===== config.mk =====
export PLATFORM = sky130hd
export DESIGN_NAME = tcw_cursor
export DESIGN_NICKNAME = d
export VERILOG_FILES = /design/src/tcw_pkg.sv /design/src/tcw_cursor.sv
export SDC_FILE = /design/constraint.sdc
export NUM_CORES = 1
export LEC_CHECK = 0
export BUFFER_PORTS_ARGS = -buffer_cell sky130_fd_sc_hd__clkbuf_2
export CAP_MARGIN = 20
export CORE_ASPECT_RATIO = 1.5
export CORE_MARGIN = 2
export CORE_UTILIZATION = 52
export CTS_BUF_LIST = sky130_fd_sc_hd__clkbuf_4 sky130_fd_sc_hd__clkbuf_8
export CTS_CLUSTER_SIZE = 30
export DETAILED_ROUTE_END_ITERATION = 7
export PLACE_DENSITY = 0.81
export SLEW_MARGIN = 20
export SYNTH_ARGS = -nofsm -noshare
export SYNTH_HDL_FRONTEND = slang
export SYNTH_SLANG_ARGS = --single-unit
export TNS_END_PERCENT = 10

===== constraint.sdc =====
create_clock -name clk -period 8.4 [get_ports clk]
set_input_delay 0.42 -clock clk [delete_from_list [all_inputs] [get_ports clk]]
set_output_delay 0.42 -clock clk [all_outputs]
set_load 0.005 [all_outputs]

===== src/tcw_pkg.sv =====
// ----------------------------------------------------------------------------
// tcw_pkg
// Types, codes and helpers shared by the text console writer.
// ----------------------------------------------------------------------------
`timescale 1ns / 1ps
`default_nettype none

package tcw_pkg;

  localparam int COLUMNS_DEFAULT = 80;
  localparam int ROWS_DEFAULT    = 25;

  localparam logic [7:0]  CH_NEWLINE    = 8'h0A;
  localparam logic [7:0]  CH_BACKSPACE  = 8'h08;
  localparam logic [7:0]  DEFAULT_COLOR = 8'h0F;
  localparam logic [15:0] BLANK_SCROLL  = 16'h0020;
  localparam logic [15:0] BLANK_CLEAR   = 16'h0F20;
  localparam logic [15:0] CELL_RESET    = 16'h0000;

  typedef enum logic [1:0] {
    ACT_PUT    = 2'd0,
    ACT_PUT_AT = 2'd1,
    ACT_CLEAR  = 2'd2,
    ACT_READ   = 2'd3
  } action_t;

  typedef struct packed {
    action_t     action;
    logic [7:0]  character;
    logic [7:0]  color;
    logic [6:0]  column;
    logic [4:0]  line;
  } in_item_t;

  typedef struct packed {
    logic [10:0] cursor_pos;
    logic [15:0] cell_word;
    logic        scrolled;
  } out_item_t;

  typedef enum logic [1:0] {
    CUR_NONE,
    CUR_HOME,
    CUR_STEP
  } cur_op_t;

  typedef struct packed {
    cur_op_t     op;
    logic        set;
    logic [6:0]  column;
    logic [4:0]  line;
    logic [7:0]  character;
  } cur_cmd_t;

  // Saturate a requested column to the last column of the screen
  function automatic int sat_column(logic [6:0] column, int cols);
    if (int'(column) >= cols) return cols - 1;
    return int'(column);
  endfunction

  // Saturate a requested row to the bottom row of the screen
  function automatic int sat_line(logic [4:0] line, int rows);
    if (int'(line) >= rows) return rows - 1;
    return int'(line);
  endfunction

endpackage

`default_nettype wire


===== src/tcw_cursor.sv =====
// ----------------------------------------------------------------------------
// tcw_cursor
// Cursor unit: holds row, column and cell offset, and works out the next
// position for a put, newline or backspace, including the scroll case.
// ----------------------------------------------------------------------------
`timescale 1ns / 1ps
`default_nettype none

module tcw_cursor #(
  parameter int COLUMNS = tcw_pkg::COLUMNS_DEFAULT,
  parameter int ROWS    = tcw_pkg::ROWS_DEFAULT,
  localparam int CELLS  = COLUMNS * ROWS,
  localparam int BOTTOM = (ROWS - 1) * COLUMNS,
  localparam int AW     = $clog2(CELLS),
  localparam int OW     = $clog2(CELLS + 1),
  localparam int RW     = $clog2(ROWS + 1),
  localparam int CW     = $clog2(COLUMNS)
) (
  input  wire logic               clk,
  input  wire logic               rst,
  input  wire tcw_pkg::cur_cmd_t  cmd,
  output logic         [AW-1:0]   pos,
  output logic         [AW-1:0]   start,
  output logic         [AW-1:0]   next_pos,
  output logic                    overflow
);

  logic [RW-1:0] row;
  logic [CW-1:0] col;
  logic [AW-1:0] off;

  logic [RW-1:0] r0, r1, row_next;
  logic [CW-1:0] c0, c1, col_next;
  logic [OW-1:0] o0, o1;

  always_comb begin
    if (cmd.set) begin
      r0 = RW'(tcw_pkg::sat_line(cmd.line, ROWS));
      c0 = CW'(tcw_pkg::sat_column(cmd.column, COLUMNS));
      o0 = OW'(int'(r0) * COLUMNS + int'(c0));
    end else begin
      r0 = row;
      c0 = col;
      o0 = OW'(off);
    end

    r1 = r0;
    c1 = c0;
    o1 = o0;
    if (cmd.character == tcw_pkg::CH_NEWLINE) begin
      r1 = r0 + RW'(1);
      c1 = '0;
      o1 = o0 - OW'(c0) + OW'(COLUMNS);
    end else if (cmd.character == tcw_pkg::CH_BACKSPACE) begin
      // stop at the first cell
      if (o0 != '0) begin
        o1 = o0 - OW'(1);
        if (c0 == '0) begin
          r1 = r0 - RW'(1);
          c1 = CW'(COLUMNS - 1);
        end else begin
          c1 = c0 - CW'(1);
        end
      end
    end else begin
      o1 = o0 + OW'(1);
      if (c0 == CW'(COLUMNS - 1)) begin
        r1 = r0 + RW'(1);
        c1 = '0;
      end else begin
        c1 = c0 + CW'(1);
      end
    end

    overflow = (r1 == RW'(ROWS));
    if (overflow) begin
      row_next = RW'(ROWS - 1);
      col_next = '0;
      next_pos = AW'(BOTTOM);
    end else begin
      row_next = r1;
      col_next = c1;
      next_pos = AW'(o1);
    end
    start = AW'(o0);
  end

  always_ff @(posedge clk) begin
    if (rst) begin
      row <= '0;
      col <= '0;
      off <= '0;
    end else begin
      unique case (cmd.op)
        tcw_pkg::CUR_HOME: begin
          row <= '0;
          col <= '0;
          off <= '0;
        end
        tcw_pkg::CUR_STEP: begin
          row <= row_next;
          col <= col_next;
          off <= next_pos;
        end
        tcw_pkg::CUR_NONE: begin
        end
      endcase
    end
  end

  assign pos = off;

endmodule

`default_nettype wire


==> flow_summary.json <==
{
  "skew_ns": 0.00805,
  "initial_core_util_pct": 53.7,
  "crit_required_ns": 7.98,
  "worst_slew_pin_slew_ns": 0.973,
  "core_area_sq_um": 6900,
  "dr.pass1.iters": 5,
  "syn_avg_cell_area_sq_um": 7.53,
  "cts_hold_buf": 0,
  "syn-cell-area_sq_um": 3700,
  "min_period_ns": 5.81,
  "fillers": 663,
  "finalSetupTns_ns": 0,
  "dr_total_vias": 3970,
  "die_area_sq_um": 7820,
  "io_buffers": 58,
  "std_cell_rows": 37,
  "synth_enable_flop_cells": 0,
  "route.met3.wl_microns": 590,
  "cts_tree": "done",
  "drc_errors": 0,
  "met2_length_mm": 5.43,
  "cts_sinks": 23,
  "antenna_found_initial": 0,
  "powerDensity_nw_per_um2": 111,
  "syn_nets": 554,
  "clk_latency_ns": 0.28,
  "cts_buffers": 3,
  "die_width_microns": 72.9,
  "holdWs_ns": 0.384,
  "h-tree-depth": 1,
  "overflow": 0,
  "rsz0062_at_grt": "no",
  "p_total_mw": 0.447,
  "max-slew-margin-rel_pct": 34.7,
  "critPathKind": "input port to output port",
  "cts_setup_buffers": 0,
  "dr.first_iter.drc_count": 299,
  "grt_max_degree": 52,
  "grt_pass1_vias": 3834,
  "clkTransAtPathRegs_ns": 0.10,
  "ys_seq_area_share_pct": 12.4,
  "synth_flop_cell": "dfxtp_1",
  "syn2layout_area_growth_pct": 8.55,
  "holdCritPathClass": "input port to flip-flop",
  "routed_wl_mm": 11.2,
  "wl_per_cell_microns": 18.3,
  "ys_async_sr_fraction_pct": 0,
  "fmax_mhz": 172,
  "crit_fanout": 25,
  "postSynthCellCount": 492,
  "ir_worst_vdd_mv": 0.0774,
  "hold_depth": 2,
  "highest_layer": "met4",
  "dpl-instance-area_sq_um": 3970,
  "final_nets": 597,
  "clock_path_buffers": 2,
  "root_buffer": "clkbuf_8",
  "status": "completed",
  "grt_usage_pct": 28.1,
  "viasPerCell": 6.49,
  "finalInstanceArea_sq_um": 4020,
  "critPathLaunchType": "input port",
  "post-route-period-util_pct": 69.2,
  "hold_viol": 0,
  "layout-drive-gt1-share_pct": 17.4,
  "reg2reg_depth": 12,
  "drv_cap": 0,
  "slew_violations": 0,
  "end_kind": "output port",
  "gp_congestion": 0.901,
  "grt_pass1_wl_mm": 17.7,
  "drt-met1-wl_mm": 4.51,
  "die_h_microns": 107,
  "setup_slack_ns": 2.59,
  "power.leakage_nw": 1.81,
  "dp_hpwl_mm": 8.70,
  "final_antenna_net_count": 0,
  "synth-seq-cells": 23,
  "pre_cts_ws_ns": 2.69,
  "antenna_cells": 0,
  "ys_warn_count": 0,
  "cp_data_arrival_time_ns": 5.39,
  "io-pin-count": 59,
  "ys_types": 78,
  "setup_violations": 0,
  "cts-resized-gates": 0
}
==> per-stage QoR <==
stage          util, %  std cells
6_report          58.3        612
5_1_grt           58.3        612
4_1_cts           58.3        612
3_5_place_dp      57.6        608
3_3_place_gp      57.6        608
2_1_floorplan        -        492
==> where the power goes <==
| group | leakage, nW | switching [mW] | internal, mW |
|---|---|---|---|
| logic | 1.60 | 0.150 | 0.103 |
| registers | 0.186 | 0.00244 | 0.112 |
| clock network | 0.0255 | 0.0453 | 0.0334 |
==> per-layer routing <==
layer | vias to the layer above | track usage (%)
li1 | 1922 | -
met1 | 1859 | 32.8
met2 | 145 | 48.4
met3 | 44 | 3.18
met4 | 0 | 16.3
met5 | - | 0
==> state kept, by name (all words and copies together), names as in the netlist <==
| name | count |
|---|---|
| row | 5 |
| pos | 11 |
| col | 7 |
==> synthesized netlist by cell type (4+ instances only) <==
| master | count | share of area (%) |
|---|---|---|
| or4_1 | 5 | 1.0 |
| a32o_1 | 15 | 4.1 |
| and2_1 | 10 | 1.7 |
| and3_1 | 5 | 0.84 |
| nor3_1 | 18 | 2.4 |
| xor2_1 | 5 | 1.2 |
| xnor2_1 | 16 | 3.8 |
| mux2i_1 | 15 | 4.1 |
| buf_2 | 7 | 0.95 |
| o22ai_1 | 4 | 0.68 |
| nor2_1 | 37 | 3.8 |
| a21oi_1 | 21 | 2.8 |
| nor2b_1 | 11 | 1.9 |
| nand4_1 | 5 | 0.84 |
| nand3_1 | 12 | 1.6 |
| a21o_1 | 6 | 1.2 |
| buf_6 | 5 | 1.5 |
| nand2b_1 | 7 | 1.2 |
| o21ai_0 | 23 | 3.1 |
| nor4_1 | 9 | 1.5 |
| a31o_2 | 6 | 1.4 |
| a31oi_1 | 8 | 1.4 |
| clkbuf_1 | 9 | 0.91 |
| dfxtp_1 | 23 | 12 |
| a211oi_1 | 8 | 1.6 |
| inv_1 | 37 | 3.8 |
| ha_1 | 35 | 12 |
| nand2_1 | 41 | 4.2 |
| o211ai_1 | 7 | 1.4 |
| or3_1 | 8 | 1.4 |
==> final cells by class <==
cell class                 instances  area, sq um  area share (%)
tap                               78         97.6            2.43
clock inverter                     1         5.00           0.125
inverter                          39          148            3.67
multi-input combinational        406         2950            73.3
sequential                        23          460            11.5
timing repair buffer              62          320            7.97
clock buffer                       3         41.3            1.03
==> critical path, stage by stage <==
cell	delay (ns)
clkbuf_2	0.26
a21boi_4	0.12
ha_1	0.29
ha_1	0.25
a21o_1	0.18
a31oi_2	0.26
nor2_1	0.09
xnor2_1	0.13
a21oi_1	0.42
inv_1	0.18
ha_1	0.28
nand3b_1	0.14
a211oi_1	0.06
or4_1	0.71
o21ai_2	0.46
a21oi_2	0.15
a2111oi_4	0.40
nand2_4	0.25
inv_2	0.14
nor3_1	0.06
clkbuf_2	0.12
==> cells by family after synthesis <==
| family | Yosys count | share of synthesized area (%) |
|---|---|---|
| buffers and inverters | 63 | 7.98 |
| and+or+nand+nor | 184 | 26.0 |
| xor gates and xnor gates | 21 | 4.97 |
| adders and majority gates | 37 | 12.9 |
| AOI/OAI and AO/OA | 146 | 30.7 |
| DFF | 23 | 12.4 |
| muxes | 18 | 4.97 |
==> layout by cell type, fill, tap and decap left out, types with 8 or more instances in the layout <==
cell type  netlist  layout
clkbuf_2         0      58
a31oi_1          8       8
nor2b_1         11      11
nand2_1         41      41
and2_1          10      10
nor3_1          18      18
nor2_1          37      37
or3_1            8       8
inv_1           37      37
a32o_1          15      15
dfxtp_1         23      23
a211oi_1         8       8
ha_1            35      35
nor4_1           9       9
o21ai_0         23      23
xnor2_1         16      16
nand3_1         12      12
a21oi_1         21      21
mux2i_1         15      15
==> worst paths after layout <==
kind,slack [ns],from,end
worst max-delay path,2.59,cmd[12],next_pos[1]
worst min-delay path,0.38,rst,row[3]
worst max register to register,4.52,pos[8],col[3]
worst min register to register,0.48,col[2],col[2]
(Power assumes the default switching activity.)
